File: config.mk
export PLATFORM = sky130hd
export DESIGN_NAME = pnn_queue
export DESIGN_NICKNAME = d
export VERILOG_FILES = /design/src/rtl/pnn_pkg.sv /design/src/rtl/pnn_queue.sv
export SDC_FILE = /design/constraint.sdc
export NUM_CORES = 1
export LEC_CHECK = 0
export BUFFER_PORTS_ARGS = -buffer_cell sky130_fd_sc_hd__buf_2
export CAP_MARGIN = 40
export CORE_ASPECT_RATIO = 2
export CORE_MARGIN = 2
export CORE_UTILIZATION = 50
export CTS_CLUSTER_DIAMETER = 200
export DETAILED_ROUTE_END_ITERATION = 10
export PLACE_DENSITY = 0.82
export SYNTH_ARGS = -nofsm -noshare
export SYNTH_HDL_FRONTEND = slang
export SYNTH_SLANG_ARGS = --single-unit
File: constraint.sdc
create_clock -name clk -period 5.5 [get_ports clk]
set_clock_uncertainty 0.2 [all_clocks]
set_input_delay 0.55 -clock clk [delete_from_list [all_inputs] [get_ports clk]]
set_output_delay 0.55 -clock clk [all_outputs]
set_load 0.03 [all_outputs]
File: src/rtl/pnn_pkg.sv
// Shared types and constants of the streaming polygon normal block.
// Used by every module of the block; depends on nothing else.
package pnn_pkg;

	// Field and datapath widths.
	localparam int COORD_W   = 16;
	localparam int DIFF_W    = COORD_W + 1;
	localparam int TERM_W    = 2 * DIFF_W;
	localparam int ACC_W     = 44;
	localparam int LIM_W     = 21;
	localparam int NORM_W    = 16;
	localparam int MAG_W     = ACC_W;
	localparam int HALF_W    = MAG_W / 2;
	localparam int PROD_W    = 2 * HALF_W;
	localparam int SQ_W      = 2 * MAG_W;
	localparam int REM_W     = SQ_W + 1;
	localparam int QUO_W     = 31;
	localparam int ROOT_W    = 16;
	localparam int STEP_W    = 5;

	// Vertex limit per polygon and the depth of the queue between front and back.
	localparam int MAX_VERTICES_DEF = 256;
	localparam int QUEUE_DEPTH      = 4;
	localparam int QPTR_W           = $clog2(QUEUE_DEPTH);
	localparam int QCNT_W           = $clog2(QUEUE_DEPTH + 1);

	typedef logic signed [ACC_W-1:0] acc_t;

	// One closed polygon's Newell sum, orientation already applied.
	typedef struct packed {
		acc_t x;
		acc_t y;
		acc_t z;
	} sum_vec_t;

	// Queue status seen by the front and the back.
	typedef struct packed {
		logic              not_empty;
		logic [QCNT_W-1:0] count;
	} qstat_t;

endpackage

File: src/rtl/pnn_queue.sv
// Short queue of closed polygon sums between the front and the back end.
// Depends on pnn_pkg for the entry type and depth.
module pnn_queue (
	input  logic              clk,
	input  logic              arst_n,
	input  logic              push,
	input  pnn_pkg::sum_vec_t push_data,
	input  logic              pop,
	output pnn_pkg::sum_vec_t deq_data,
	output pnn_pkg::qstat_t   qstat
);

	pnn_pkg::sum_vec_t           mem [pnn_pkg::QUEUE_DEPTH];
	logic [pnn_pkg::QPTR_W-1:0]  wr_q, rd_q;
	logic [pnn_pkg::QCNT_W-1:0]  cnt_q;

	// Entry storage.
	always_ff @(posedge clk) begin
		if (push) begin
			mem[wr_q] <= push_data;
		end
	end

	// Pointers and fill count.
	always_ff @(posedge clk or negedge arst_n) begin
		if (!arst_n) begin
			wr_q  <= '0;
			rd_q  <= '0;
			cnt_q <= '0;
		end else begin
			if (push) begin
				wr_q <= wr_q + pnn_pkg::QPTR_W'(1);
			end
			if (pop) begin
				rd_q <= rd_q + pnn_pkg::QPTR_W'(1);
			end
			cnt_q <= cnt_q + pnn_pkg::QCNT_W'(push) - pnn_pkg::QCNT_W'(pop);
		end
	end

	assign deq_data        = mem[rd_q];
	assign qstat.count     = cnt_q;
	assign qstat.not_empty = cnt_q != '0;

endmodule

Word-level counts from Yosys, hierarchy flattened:

Memories as Yosys holds them, arrays and structs flattened.
Index checks and enable logic that the tools add are counted.

* flip-flop bits (word level): 7
* bits in latches: 0
* memory bits (writable): 528
* bits in read-only memories: 0
* input bits: 136
* output and inout bits: 136
* memories kept: 1

* add/sub/neg operators: 4
* multiply operators: 0
* div/mod/pow operators: 0
* order comparisons: 0
* eq/ne operators: 0
* shift operators: 0
* mux-type cells: 2
* bitwise operators: 0
* reductions and logical operators: 1

Memories
* mem: words 4, bits a word 132, rd ports 1, clocked after Yosys merged registers in 0, wr ports 1, line pnn_queue.sv:13 `pnn_pkg::sum_vec_t mem [pnn_pkg::QUEUE_DEPTH];`

Operators with widths (count)
* $add 2x1->2 const B: 2
* $add 3x1->3: 1
* $reduce_bool 3->1: 1
* $sub 3x1->3: 1
* $mux 1: 2

Logic depth before layout (Yosys ltp):

* depth after elaboration: 2
* gate-level depth with buffers: 7
* gate-level depth less buffers: 7

Worst setup path before layout:

Ideal clock, no wire load.

* path type: reg2reg
* from: register wr_q[0] (netlist bit)
* to: memory mem[0][0] (netlist bit), enable pin
* setup time: 0.506 ns
* data arrival time: 3.648 ns
* required time: 4.794 ns
* slack: 1.145 ns
* cell stages (with the launch flop): 4
* cells stage by stage: dfrtp_1 -> inv_1 -> ha_1 -> and2_1

RTL lines
* start: declaration: line pnn_queue.sv:14 `logic [pnn_pkg::QPTR_W-1:0] wr_q, rd_q;`
* start signal: assignment: line pnn_queue.sv:32 `wr_q <= wr_q + pnn_pkg::QPTR_W'(1);`
* end: declaration: line pnn_queue.sv:13

Straight into the memory's write port.

==> impl_metrics.yaml <==
power:
  powerDensity_nw_per_um2: 564
  total_power_mw: 13.2
  p_leak_nw: 7.98
  ir_worst_vdd_uv: 443
worst_setup_path:
  path_cells: "buf_16 > buf_12 > mux4_2 > buf_2"
  r2r_start: "wr_q[0]$_DFFE_PN0P_"
  r2r-end: "mem[2][63]$_DFFE_PP_"
  r2r_cells: 4
  cp-endpoint: "deq_data[123]"
  worstSetupPathDepth: 4
  worstPathArrival_ps: 2480
  slowest_delay_ps: 510
  required_ps: 4750
  crit_buf_inv: 3
  cp_slowest_cell: "dfrtp_4"
  startpoint: "rd_q[1]$_DFFE_PN0P_"
  reg2reg_slack_ps: 2920
  endpoint_kind: "output port"
  cp_max_fo: 73
  path_class: "reg -> out"
  cp_top_family: "buffers and inverters"
  crit_path_start_kind: "register"
floorplan:
  core_um2: 38500
  initial_utilization_pct: 50.3
  die_width_um: 143
  io_pins: 272
  die_y_um: 283
  num_rows: 102
  die-area_um2: 40500
place:
  placedCellCount: 1494
  pre_cts_ws_ps: 2790
  gp_congestion: 0.727
  port_buffers: 271
  dp_hpwl_mm: 22.1
  place_area_um2: 21400
sta:
  whs_ps: 28.0
  max_freq_mhz: 310
  tns_ps: 0
  timing.slew.headroom_pct: 45.1
  period_needed_ps: 3230
  max_slew.worst_pin.slew_ps: 823
  final-hold-violation-count: 0
  fin_crit_sh_pct: 58.7
  rsz0062_at_grt: "no"
  maxSlewViolCount: 0
  setup_violations: 0
  setup_ws_ps: 2270
clock_tree:
  cts_tree: "done"
  cts_buffers: 43
  cts.sinks: 535
  clk_pin_slew_ps: 70
  cts_root_buf: "clkbuf_16"
  clk_latency_ps: 530
  cts_max_path_buffers: 3
  cts_setup_buffers: 0
  h-tree-depth: 2
final_layout:
  fin_util_pct: 60.9
  stdcell_count: 1636
  nets: 1220
  postLayoutCellArea_um2: 23500
  drive_above_1_share_pct: 43.7
  nFillCells: 2636
  area_growth_pct: 20.9
logic_synthesis:
  synth_area_per_cell_um2: 26.8
  synth-simple-area-share_pct: 0.200
  synth_top_cell_area_share_pct: 81.7
  ys_seq_area_share_pct: 82.6
  synth-warning-count: 0
  synthAdderAreaFrac_pct: 0.490
  synth_cell_type_count: 16
  syn_nets: 866
  synth_edf_count: 528
  synth_top_family_by_area: "multiplexers"
  synthArstFlopShare_pct: 1.31
  synthTopCellsByArea: "edfxtp_1 (82%), mux4_2 (15%), dfrtp_1 (0.90%)"
  synth_compound_area_share_pct: 0.0258
  synth.most_common_cell: "edfxtp_1"
  synth_xor_area_share_pct: 0.226
  synth_common_cells: "edfxtp_1 (528), mux4_2 (132), buf_2 (16), buf_6 (8), dfrtp_1 (7)"
  muxShareOfSynthArea_pct: 15.3
  yosys_register_bits: 535
  synthCells: 723
  syn_area_um2: 19400
  synthFlopType: "edfxtp_1"
  yosysTopAreaCell: "edfxtp_1"
global_route:
  antenna_found_initial: 14
  grt_max_degree: 85
  grtUsageTotal_pct: 18.2
  grt_pass1_vias: 9286
  grt_overflow: 0
  grt_pass1_wl_mm: 54.3
detailed_routing:
  ant_nets: 0
  wirelength_mm: 37.2
  wire_per_inst_um: 22.7
  drc_errors: 0
  firstDrtPassIters: 4
  via_per_inst: 5.40
  vias: 8830
  drt_first_iter_violations: 535
outcome:
  status: "complete, no violations"
min_path:
  holdCritPathClass: "in -> reg"
  worstHoldStart: "push_data[55]"
job:
  drv_cap: 0
metal layers:
layer	up-vias	GRT usage (%)	wire [um]
met5	-	0	72
met4	12	10.3	1780
met3	108	3.44	2070
met2	345	31.8	20300
met1	4534	21.1	13000
li1	3831	-	-
worst min-delay path by stage:
stage | end | slack, ps | depth (start not counted)
3_3_place_gp | rd_q[1]$_DFFE_PN0P_ | 190 | 1
4_1_cts | mem[1][45]$_DFFE_PP_ | 0.2 | 1
2_1_floorplan | cnt_q[0]$_DFF_PN0_ | 50 | 0
3_5_place_dp | rd_q[1]$_DFFE_PN0P_ | 190 | 1
5_1_grt | mem[2][119]$_DFFE_PP_ | 3 | 1
6_report | mem[0][55]$_DFFE_PP_ | 30 | 1
layout make-up:
cell class	instances	area [um2]	share of cell area (%)
flip-flops and latches	535	16000	68.4
multi-input cells	152	3170	13.5
repair buffers	339	2130	9.07
clock buffers	49	1140	4.86
well taps	520	651	2.77
clock inverters	26	297	1.26
inverters	6	22.5	0.0960
diodes	9	22.5	0.0960
state kept, by name, summed over array words and instances (netlist names):
name,count
cnt_q,3
wr_q,2
rd_q,2
mem,528
cells by family (layout without fill, tap and decap cells):
logic type | Yosys count | after routing
DFF | 535 | 535
adders and majority gates | 7 | 7
xor gates and xnor gates | 5 | 5
buffers and inverters | 36 | 420
muxes | 132 | 132
and+or+nand+nor | 7 | 7
AOI/OAI and AO/OA | 1 | 1
other | 0 | 9
power breakdown:
group / switching [mW] / internal (mW) / total (mW) / leakage [nW]
Sequential: 0.187 / 5.33 / 5.52 / 4.93
Clock: 1.33 / 1.78 / 3.10 / 0.690
Combinational: 2.97 / 1.63 / 4.60 / 2.36
repair_timing:
action / CTS / global route
hold endpoints to repair: 211 / 0
hold buffers: 58 / 0
gates resized for setup: 0 / 0
cells in the final DEF (no fill, tap or decap), types with 2 or more instances in the layout:
cell           netlist  routed
buf_2               16     271
buf_16               0       2
clkbuf_1             5       4
clkinv_4             0       2
nand2_1              2       2
inv_1                6       6
buf_12               0       6
dfrtp_4              0       2
clkinvlp_4           0       5
buf_4                1       2
and2_4               0       4
clkinv_2             0       6
xor2_1               2       2
bufinv_16            0       6
dlygate4sd3_1        0      58
edfxtp_1           528     528
ha_1                 6       6
dfrtp_1              7       5
clkinv_1             0       6
xnor2_1              3       3
clkbuf_16            0      45
mux4_2             132     132
diode_2              0       9
Note: power is estimated with default switching activity, not from simulation.
