## src/rtl/pnn_pkg.sv

```systemverilog
// Shared types and constants of the streaming polygon normal block.
// Used by every module of the block; depends on nothing else.
package pnn_pkg;

	// Field and datapath widths.
	localparam int COORD_W   = 16;
	localparam int DIFF_W    = COORD_W + 1;
	localparam int TERM_W    = 2 * DIFF_W;
	localparam int ACC_W     = 44;
	localparam int LIM_W     = 21;
	localparam int NORM_W    = 16;
	localparam int MAG_W     = ACC_W;
	localparam int HALF_W    = MAG_W / 2;
	localparam int PROD_W    = 2 * HALF_W;
	localparam int SQ_W      = 2 * MAG_W;
	localparam int REM_W     = SQ_W + 1;
	localparam int QUO_W     = 31;
	localparam int ROOT_W    = 16;
	localparam int STEP_W    = 5;

	// Vertex limit per polygon and the depth of the queue between front and back.
	localparam int MAX_VERTICES_DEF = 256;
	localparam int QUEUE_DEPTH      = 4;
	localparam int QPTR_W           = $clog2(QUEUE_DEPTH);
	localparam int QCNT_W           = $clog2(QUEUE_DEPTH + 1);

	typedef logic signed [ACC_W-1:0] acc_t;

	// One closed polygon's Newell sum, orientation already applied.
	typedef struct packed {
		acc_t x;
		acc_t y;
		acc_t z;
	} sum_vec_t;

	// Queue status seen by the front and the back.
	typedef struct packed {
		logic              not_empty;
		logic [QCNT_W-1:0] count;
	} qstat_t;

endpackage

```

## src/rtl/pnn_back.sv

```systemverilog
// Back end: squares, length test, and per-component division and square root.
// Depends on pnn_pkg; takes sums from pnn_queue and drives the output register.
module pnn_back (
	input  logic                               clk,
	input  logic                               arst_n,
	input  pnn_pkg::qstat_t                    qstat,
	input  pnn_pkg::sum_vec_t                  deq_data,
	output logic                               pop,
	input  logic [pnn_pkg::LIM_W-1:0]          limit,
	output logic                               out_valid,
	input  logic                               out_ready,
	output logic signed [pnn_pkg::NORM_W-1:0]  normal_x,
	output logic signed [pnn_pkg::NORM_W-1:0]  normal_y,
	output logic signed [pnn_pkg::NORM_W-1:0]  normal_z,
	output logic                               degenerate
);

	typedef enum logic [2:0] {
		ST_IDLE, ST_SQUARE, ST_LIMSQ, ST_START, ST_DIV, ST_SQRT, ST_NEXT, ST_DONE
	} state_t;

	state_t                          state_q;
	logic [pnn_pkg::MAG_W-1:0]       mag_q [3];
	logic                            neg_q [3];
	logic [pnn_pkg::SQ_W-1:0]        msq_q [3];
	logic [pnn_pkg::SQ_W-1:0]        sq_q;
	logic [1:0]                      comp_q, part_q;
	logic [pnn_pkg::STEP_W-1:0]      step_q;
	logic [pnn_pkg::REM_W-1:0]       rem_q;
	logic [pnn_pkg::QUO_W-1:0]       quo_q;
	logic [pnn_pkg::ROOT_W-1:0]      root_q;
	logic [pnn_pkg::NORM_W-1:0]      res_q [3];
	logic                            deg_q;

	logic [pnn_pkg::HALF_W-1:0]      mul_a, mul_b, hi, lo;
	logic [pnn_pkg::PROD_W-1:0]      prod;
	logic [pnn_pkg::SQ_W-1:0]        part_add;
	logic [pnn_pkg::REM_W-1:0]       r_sh;
	logic [pnn_pkg::ROOT_W-1:0]      trial;
	logic [pnn_pkg::NORM_W-1:0]      qmag;
	pnn_pkg::acc_t                   c_in [3];

	assign c_in[0] = deq_data.x;
	assign c_in[1] = deq_data.y;
	assign c_in[2] = deq_data.z;

	assign pop = (state_q == ST_IDLE) && qstat.not_empty;

	// Shared multiplier: square partials, the limit square and the root trials.
	assign hi    = mag_q[comp_q][pnn_pkg::MAG_W-1:pnn_pkg::HALF_W];
	assign lo    = mag_q[comp_q][pnn_pkg::HALF_W-1:0];
	assign trial = root_q | (pnn_pkg::ROOT_W'(1) << step_q[3:0]);

	always_comb begin
		mul_a    = lo;
		mul_b    = lo;
		part_add = '0;
		unique case (state_q)
			ST_SQUARE: begin
				unique case (part_q)
					2'd0: begin
						mul_a    = hi;
						mul_b    = hi;
						part_add = pnn_pkg::SQ_W'(prod) << (2 * pnn_pkg::HALF_W);
					end
					2'd1: begin
						mul_a    = hi;
						mul_b    = lo;
						part_add = pnn_pkg::SQ_W'(prod) << (pnn_pkg::HALF_W + 1);
					end
					default: begin
						part_add = pnn_pkg::SQ_W'(prod);
					end
				endcase
			end
			ST_LIMSQ: begin
				mul_a = pnn_pkg::HALF_W'(limit);
				mul_b = pnn_pkg::HALF_W'(limit);
			end
			ST_SQRT: begin
				mul_a = pnn_pkg::HALF_W'(trial);
				mul_b = pnn_pkg::HALF_W'(trial);
			end
			default: begin
			end
		endcase
	end

	assign prod = pnn_pkg::PROD_W'(mul_a) * pnn_pkg::PROD_W'(mul_b);

	// Division step: the first step takes the square itself, later ones double.
	assign r_sh = (step_q == pnn_pkg::STEP_W'(pnn_pkg::QUO_W - 1)) ? rem_q
		: {rem_q[pnn_pkg::REM_W-2:0], 1'b0};

	// The root saturates at one below +1.
	assign qmag = root_q[pnn_pkg::ROOT_W-1] ? pnn_pkg::NORM_W'(16'h7fff) : root_q;

	// Sequencer of one polygon's back-end work.
	always_ff @(posedge clk or negedge arst_n) begin
		if (!arst_n) begin
			state_q   <= ST_IDLE;
			out_valid <= 1'b0;
		end else begin
			if (out_valid && out_ready) begin
				out_valid <= 1'b0;
			end
			unique case (state_q)
				ST_IDLE: begin
					if (qstat.not_empty) begin
						for (int i = 0; i < 3; i++) begin
							mag_q[i] <= c_in[i][pnn_pkg::ACC_W-1] ? pnn_pkg::MAG_W'(-c_in[i])
								: pnn_pkg::MAG_W'(c_in[i]);
							neg_q[i] <= c_in[i][pnn_pkg::ACC_W-1];
							msq_q[i] <= '0;
						end
						sq_q    <= '0;
						comp_q  <= '0;
						part_q  <= '0;
						state_q <= ST_SQUARE;
					end
				end
				ST_SQUARE: begin
					msq_q[comp_q] <= msq_q[comp_q] + part_add;
					sq_q          <= sq_q + part_add;
					if (part_q == 2'd2) begin
						part_q <= '0;
						if (comp_q == 2'd2) begin
							state_q <= ST_LIMSQ;
						end else begin
							comp_q <= comp_q + 2'd1;
						end
					end else begin
						part_q <= part_q + 2'd1;
					end
				end
				ST_LIMSQ: begin
					comp_q <= '0;
					if (sq_q < pnn_pkg::SQ_W'(prod)) begin
						deg_q <= 1'b1;
						for (int i = 0; i < 3; i++) begin
							res_q[i] <= '0;
						end
						state_q <= ST_DONE;
					end else begin
						deg_q   <= 1'b0;
						state_q <= ST_START;
					end
				end
				ST_START: begin
					if (mag_q[comp_q] == '0) begin
						res_q[comp_q] <= '0;
						state_q       <= ST_NEXT;
					end else begin
						rem_q   <= pnn_pkg::REM_W'(msq_q[comp_q]);
						quo_q   <= '0;
						step_q  <= pnn_pkg::STEP_W'(pnn_pkg::QUO_W - 1);
						state_q <= ST_DIV;
					end
				end
				ST_DIV: begin
					if (r_sh >= pnn_pkg::REM_W'(sq_q)) begin
						rem_q <= r_sh - pnn_pkg::REM_W'(sq_q);
						quo_q <= {quo_q[pnn_pkg::QUO_W-2:0], 1'b1};
					end else begin
						rem_q <= r_sh;
						quo_q <= {quo_q[pnn_pkg::QUO_W-2:0], 1'b0};
					end
					if (step_q == '0) begin
						root_q  <= '0;
						step_q  <= pnn_pkg::STEP_W'(pnn_pkg::ROOT_W - 1);
						state_q <= ST_SQRT;
					end else begin
						step_q <= step_q - pnn_pkg::STEP_W'(1);
					end
				end
				ST_SQRT: begin
					if (prod <= pnn_pkg::PROD_W'(quo_q)) begin
						root_q <= trial;
					end
					if (step_q == '0) begin
						state_q <= ST_NEXT;
					end else begin
						step_q <= step_q - pnn_pkg::STEP_W'(1);
					end
				end
				ST_NEXT: begin
					if (mag_q[comp_q] != '0) begin
						res_q[comp_q] <= neg_q[comp_q] ? -qmag : qmag;
					end
					if (comp_q == 2'd2) begin
						state_q <= ST_DONE;
					end else begin
						comp_q  <= comp_q + 2'd1;
						state_q <= ST_START;
					end
				end
				ST_DONE: begin
					if (!out_valid || out_ready) begin
						normal_x   <= res_q[0];
						normal_y   <= res_q[1];
						normal_z   <= res_q[2];
						degenerate <= deg_q;
						out_valid  <= 1'b1;
						state_q    <= ST_IDLE;
					end
				end
				default: begin
					state_q <= ST_IDLE;
				end
			endcase
		end
	end

endmodule

```

## config.mk

```make
export PLATFORM = sky130hd
export DESIGN_NAME = pnn_back
export DESIGN_NICKNAME = d
export VERILOG_FILES = /design/src/rtl/pnn_pkg.sv /design/src/rtl/pnn_back.sv
export SDC_FILE = /design/constraint.sdc
export NUM_CORES = 2
export LEC_CHECK = 0
export BUFFER_PORTS_ARGS = -buffer_cell sky130_fd_sc_hd__buf_2
export CAP_MARGIN = 20
export CORE_ASPECT_RATIO = 0.5
export CORE_UTILIZATION = 40
export CTS_CLUSTER_SIZE = 28
export DETAILED_ROUTE_END_ITERATION = 7
export PLACE_DENSITY_LB_ADDON = 0.25
export SYNTH_ARGS = -nofsm -noshare
export SYNTH_HDL_FRONTEND = slang
export SYNTH_SLANG_ARGS = --single-unit
```

## constraint.sdc

```tcl
create_clock -name clk -period 12.45 [get_ports clk]
set_input_delay 1.8675 -clock clk [delete_from_list [all_inputs] [get_ports clk]]
set_output_delay 1.8675 -clock clk [all_outputs]
set_load 0.02 [all_outputs]
```

-- Yosys cells after proc, flatten, opt, wreduce, memory -nomap -nowiden
Memories as Yosys holds them, arrays and structs flattened. A register that Yosys moved wholly into a read port is not among the register bits.
Index checks and enable logic that the tools add are counted.
- bits in registers: 239
- latch bits: 0
- bits in writable memories: 447
- ROM bits: 0
- input bits: 160
- output and inout port bits: 51
- memories: 4
- memories (name ; depth ; width ; read ports ; clocked after Yosys merged registers in ; wr ports ; RTL line ; RTL):
    msq_q ; 3 ; 88 ; 1 ; 1 ; 3 ; pnn_back.sv:25 ; logic [pnn_pkg::SQ_W-1:0] msq_q [3];
    mag_q ; 3 ; 44 ; 1 ; 1 ; 3 ; pnn_back.sv:23 ; logic [pnn_pkg::MAG_W-1:0] mag_q [3];
    res_q ; 3 ; 16 ; 3 ; 3 ; 3 ; pnn_back.sv:32 ; logic [pnn_pkg::NORM_W-1:0] res_q [3];
    neg_q ; 3 ; 1 ; 1 ; 1 ; 3 ; pnn_back.sv:24 ; logic neg_q [3];
- $add $sub $neg: 10
- $mul: 1
- div/mod/pow operators: 0
- magnitude comparators: 3
- equality and inequality tests: 20
- shift-type cells: 1
- mux-type cells: 70
- bitwise logic cells: 2
- reduce and logical (&&, ||, !) cells: 30
- operators with widths (kind ; count):
    88-bit one-hot mux with 2 select lines ; 2
    89-bit 2-to-1 mux ; 3
    88-bit 2-to-1 mux ; 3
    89-bit one-hot mux with 2 select lines ; 1
    88-bit adder ; 2
    44-bit 2-to-1 mux ; 3
    44-bit negator ; 3
    22-bit one-hot mux with 3 select lines ; 2
    89-bit by 88-bit greater-or-equal comparator with 1-bit output ; 1
    89-bit by 88-bit subtractor with 89-bit output ; 1
    88-bit by 44-bit < comparator with 1-bit output ; 1
    88-bit OR reduction ; 1
    16-bit 2-to-1 mux ; 5
    31-bit one-hot mux with 2 select lines ; 1
    44-bit by 31-bit <= comparator with 1-bit output ; 1
    44-bit logical NOT ; 1
    22-bit by 22-bit multiplier with 44-bit output ; 1
    22-bit 2-to-1 mux ; 2
    44-bit nonzero test ; 1
    16-bit one-hot mux with 2 select lines ; 1
    31-bit 2-to-1 mux ; 1
    3-bit 2-to-1 mux ; 8
    3-bit one-hot mux with 8 select lines ; 1
    1-bit 2-to-1 mux ; 20
    34 further kinds ; 71

-- Depth between registers and ports, before layout
- depth in word-level cells: 11
- mapped depth: 58

-- Worst setup path after synthesis
Ideal clock, no wire load.
- path kind: reg-to-reg
- start: register (tool-made name)
- end: register sq_q[84] in the netlist's numbering, data pin
- arrival: 13.021 ns
- setup slack: -0.839 ns
- cell stages (with the launch flop): 53
- period minus slack after synthesis: 13.289 ns
- cells stage by stage: dfxtp_1 buf_2 buf_1 clkbuf_1 clkbuf_1 mux2i_1 o21ai_0 o21ai_0 a22oi_1 clkbuf_1 nand2_1 fa_1 inv_1 fa_1 inv_1 fa_1 inv_1 fa_1 [... 17 more ...] xor2_1 o22ai_1 ha_1 and4_1 and3_1 nand3_1 a2111oi_0 nor2_1 nor3_1 a211oi_1 a211oi_1 o211ai_1 a21oi_1 o21ai_0 a211o_1 a2111oi_0 o21a_1 nor3_1
- RTL lines (element ; RTL line ; RTL):
    end signal, assigned ; pnn_back.sv:124 ; sq_q <= sq_q + part_add;
    end, declared ; pnn_back.sv:26 ; logic [pnn_pkg::SQ_W-1:0] sq_q;

==> out/qor.csv <==
metric,value,unit
status,"finished, final reports clean",
design_area,91130,µm²
synth.avg_cell_area,9.236,µm²
grt.busiest_layer,met2,
most-common-layout-cells,"buf_4, nand2_1, nor2_1",
grt_first_pass_wirelength,374.6,mm
core_area,178000,µm²
clock_tree.root_cell,clkbuf_16,
slew_violations,0,
grt_util_met2,0.4227,
die_y,302.5,µm
dp.final_hpwl,200.3,mm
cp_slowest_cell,fa_2,
drt_iter0_markers,6302,
synth_fp_nets,8879,
slowest_delay,620,ps
use_met3,0.04106,
async_flop_share,0.004854,
drive_gt1_frac,0.2421,
firstDrtPassIters,6,
setup_violations,0,
grt_pass1_vias,61139,
vias,63201,
worst-path-max-fanout,6,
cts_buffers,84,
synth_edf_count,818,
period_minus_slack,12350,ps
overflow,0,
rsz0062_at_grt,true,
place_area,85270,µm²
hold_viol,0,
clkTransAtPathRegs,60,ps
drv_cap,0,
syn_area,72230,µm²
fmax,80.96,MHz
area_delta_synth_final,26.18,%
dieArea,182400,µm²
yosysWarningCount,0,
place_inst,11333,
post-route-period-util,0.9921,
synth_area_leaders,"edfxtp_1, fa_1, ha_1",
initial_core_util,0.4058,
grt_max_degree,93,
whs,418.7,ps
grt_usage,0.2707,
avgRoutedWirePerCell,21.80,µm
synth_seq_cells,824,
critical_path_required,12910,ps
via_per_inst,5.456,
antenna_found_initial,15,
startpoint_type,primary input,
synth_top_area_frac,0.3401,
cts_tree,built,
grt.met1_usage,0.3889,
yosysTopAreaCell,edfxtp_1,
nNetsFinal,10175,
relSlewSlack,0.1437,
yosysSeqAreaShare,0.3420,
gp_congestion,0.9927,
layout_commonest_cell,buf_4,
syn-instance-count,7820,
io_pins,211,
synth_cell_types,92,
die_w,602.9,µm
finClkSkew,54.80,ps
port_buffers,207,
antenna_left,0,
finalWirelength,252.6,mm
cpMostUsedCell,buf_4,
clock_latency,740,ps
cts_buffer_depth,3,
holdCritPathClass,reg2reg,
ys.flop_type,edfxtp_1,
rows,109,
worstMarginPinSlew,1275,ps
drc_errors,0,
h-tree-depth,3,
cts_num_sinks,824,
worstSetupEndpointType,register,
crit_type,in2reg,
cp.arrival,12810,ps
stdcell_count,11583,
finalSetupTns,0,ps
through the flow:
step                utilization  worst slack, ps
finish                   0.5121            98.29
global route             0.5120           -228.5
CTS                      0.4994          -0.6199
detailed placement       0.4791            -1837
global placement         0.4791            -1764
floorplan                     -            14.40
routing by layer:
layer / vias to the layer above / part of all wire
met3: 327 / 0.075
li1: 29626 / -
met5: - / 0.000055
met2: 2175 / 0.44
met4: 2 / 0.032
met1: 31071 / 0.45
path summary, 6_finish.rpt:
path | depth (start not counted) | start | to | slack (ps)
min in group asynchronous | 1 | arst_n | out_valid | 1100
worst min register to register | 0 | res_q[2][13] | normal_z[13] | 420
max in group asynchronous | 1 | arst_n | state_q[2] | 11060
worst min-delay path | 0 | res_q[2][13] | normal_z[13] | 420
worst max-delay path | 55 | limit[6] | msq_q[1][74] | 100
worst max register to register | 55 | register | msq_q[1][74] | 200
kinds of logic after synthesis:
kind of cell	count (synthesis)	share of synthesized area
and+or+nand+nor	2603	0.1581
buffers and inverters	1218	0.06340
xor gates and xnor gates	430	0.05225
DFF	824	0.3420
muxes	219	0.04573
AOI/OAI and AO/OA	1615	0.1395
adders and majority gates	911	0.1990
synth_stat cells (61+ instances only):
cell type  number
a21oi_1       486
a21o_1        231
and2_1         84
ha_1          499
o21ai_0       398
fa_1          400
mux2i_1       123
xor2_1        132
xnor2_1       297
nor3_1         72
nand3_1        86
nand4_1       106
nand2_1      1025
inv_1         840
clkbuf_1      325
edfxtp_1      818
mux4_2         88
nor2b_1        61
nor2_1        914
state kept, by name (all words and copies together) (netlist names), named ones only:
name / cells
comp_q: 2
deg_q: 1
degenerate: 1
mag_q: 132
msq_q: 352
neg_q: 3
normal_x: 16
normal_y: 16
normal_z: 16
out_valid: 1
part_q: 2
quo_q: 31
rem_q: 89
res_q: 48
root_q: 16
sq_q: 88
state_q: 3
step_q: 5
critical path: cells and delay by family:
kind	cells	cell delay (ps)
adder cells (fa/ha/maj)	9	4220
AO/OA/AOI/OAI	19	3630
buffers and inverters	16	1880
AND/OR/NAND/NOR	9	860
XOR/XNOR	2	340
what timing repair did:
| item | CTS | global route |
|---|---|---|
| pin swaps | 64 | 212 |
| gates resized for setup | 117 | 359 |
| endpoints found under the setup margin | 196 | 210 |
| gates cloned | 1 | 3 |
| setup buffers | 17 | 67 |
| hold buffers | 0 | 0 |
final cells by class:
type	count	area [µm²]
sequential	824	24710
multi-input combinational	5778	45270
antenna	11	27.53
inverter	845	3177
clock buffer	100	2183
tap	2386	2985
timing repair buffer	1583	12090
fill	16464	86840
clock inverter	56	691.9
Power is left out: the tool's default activity adds up to more than one toggle a clock period on the data nets, which glitch-free logic cannot reach.
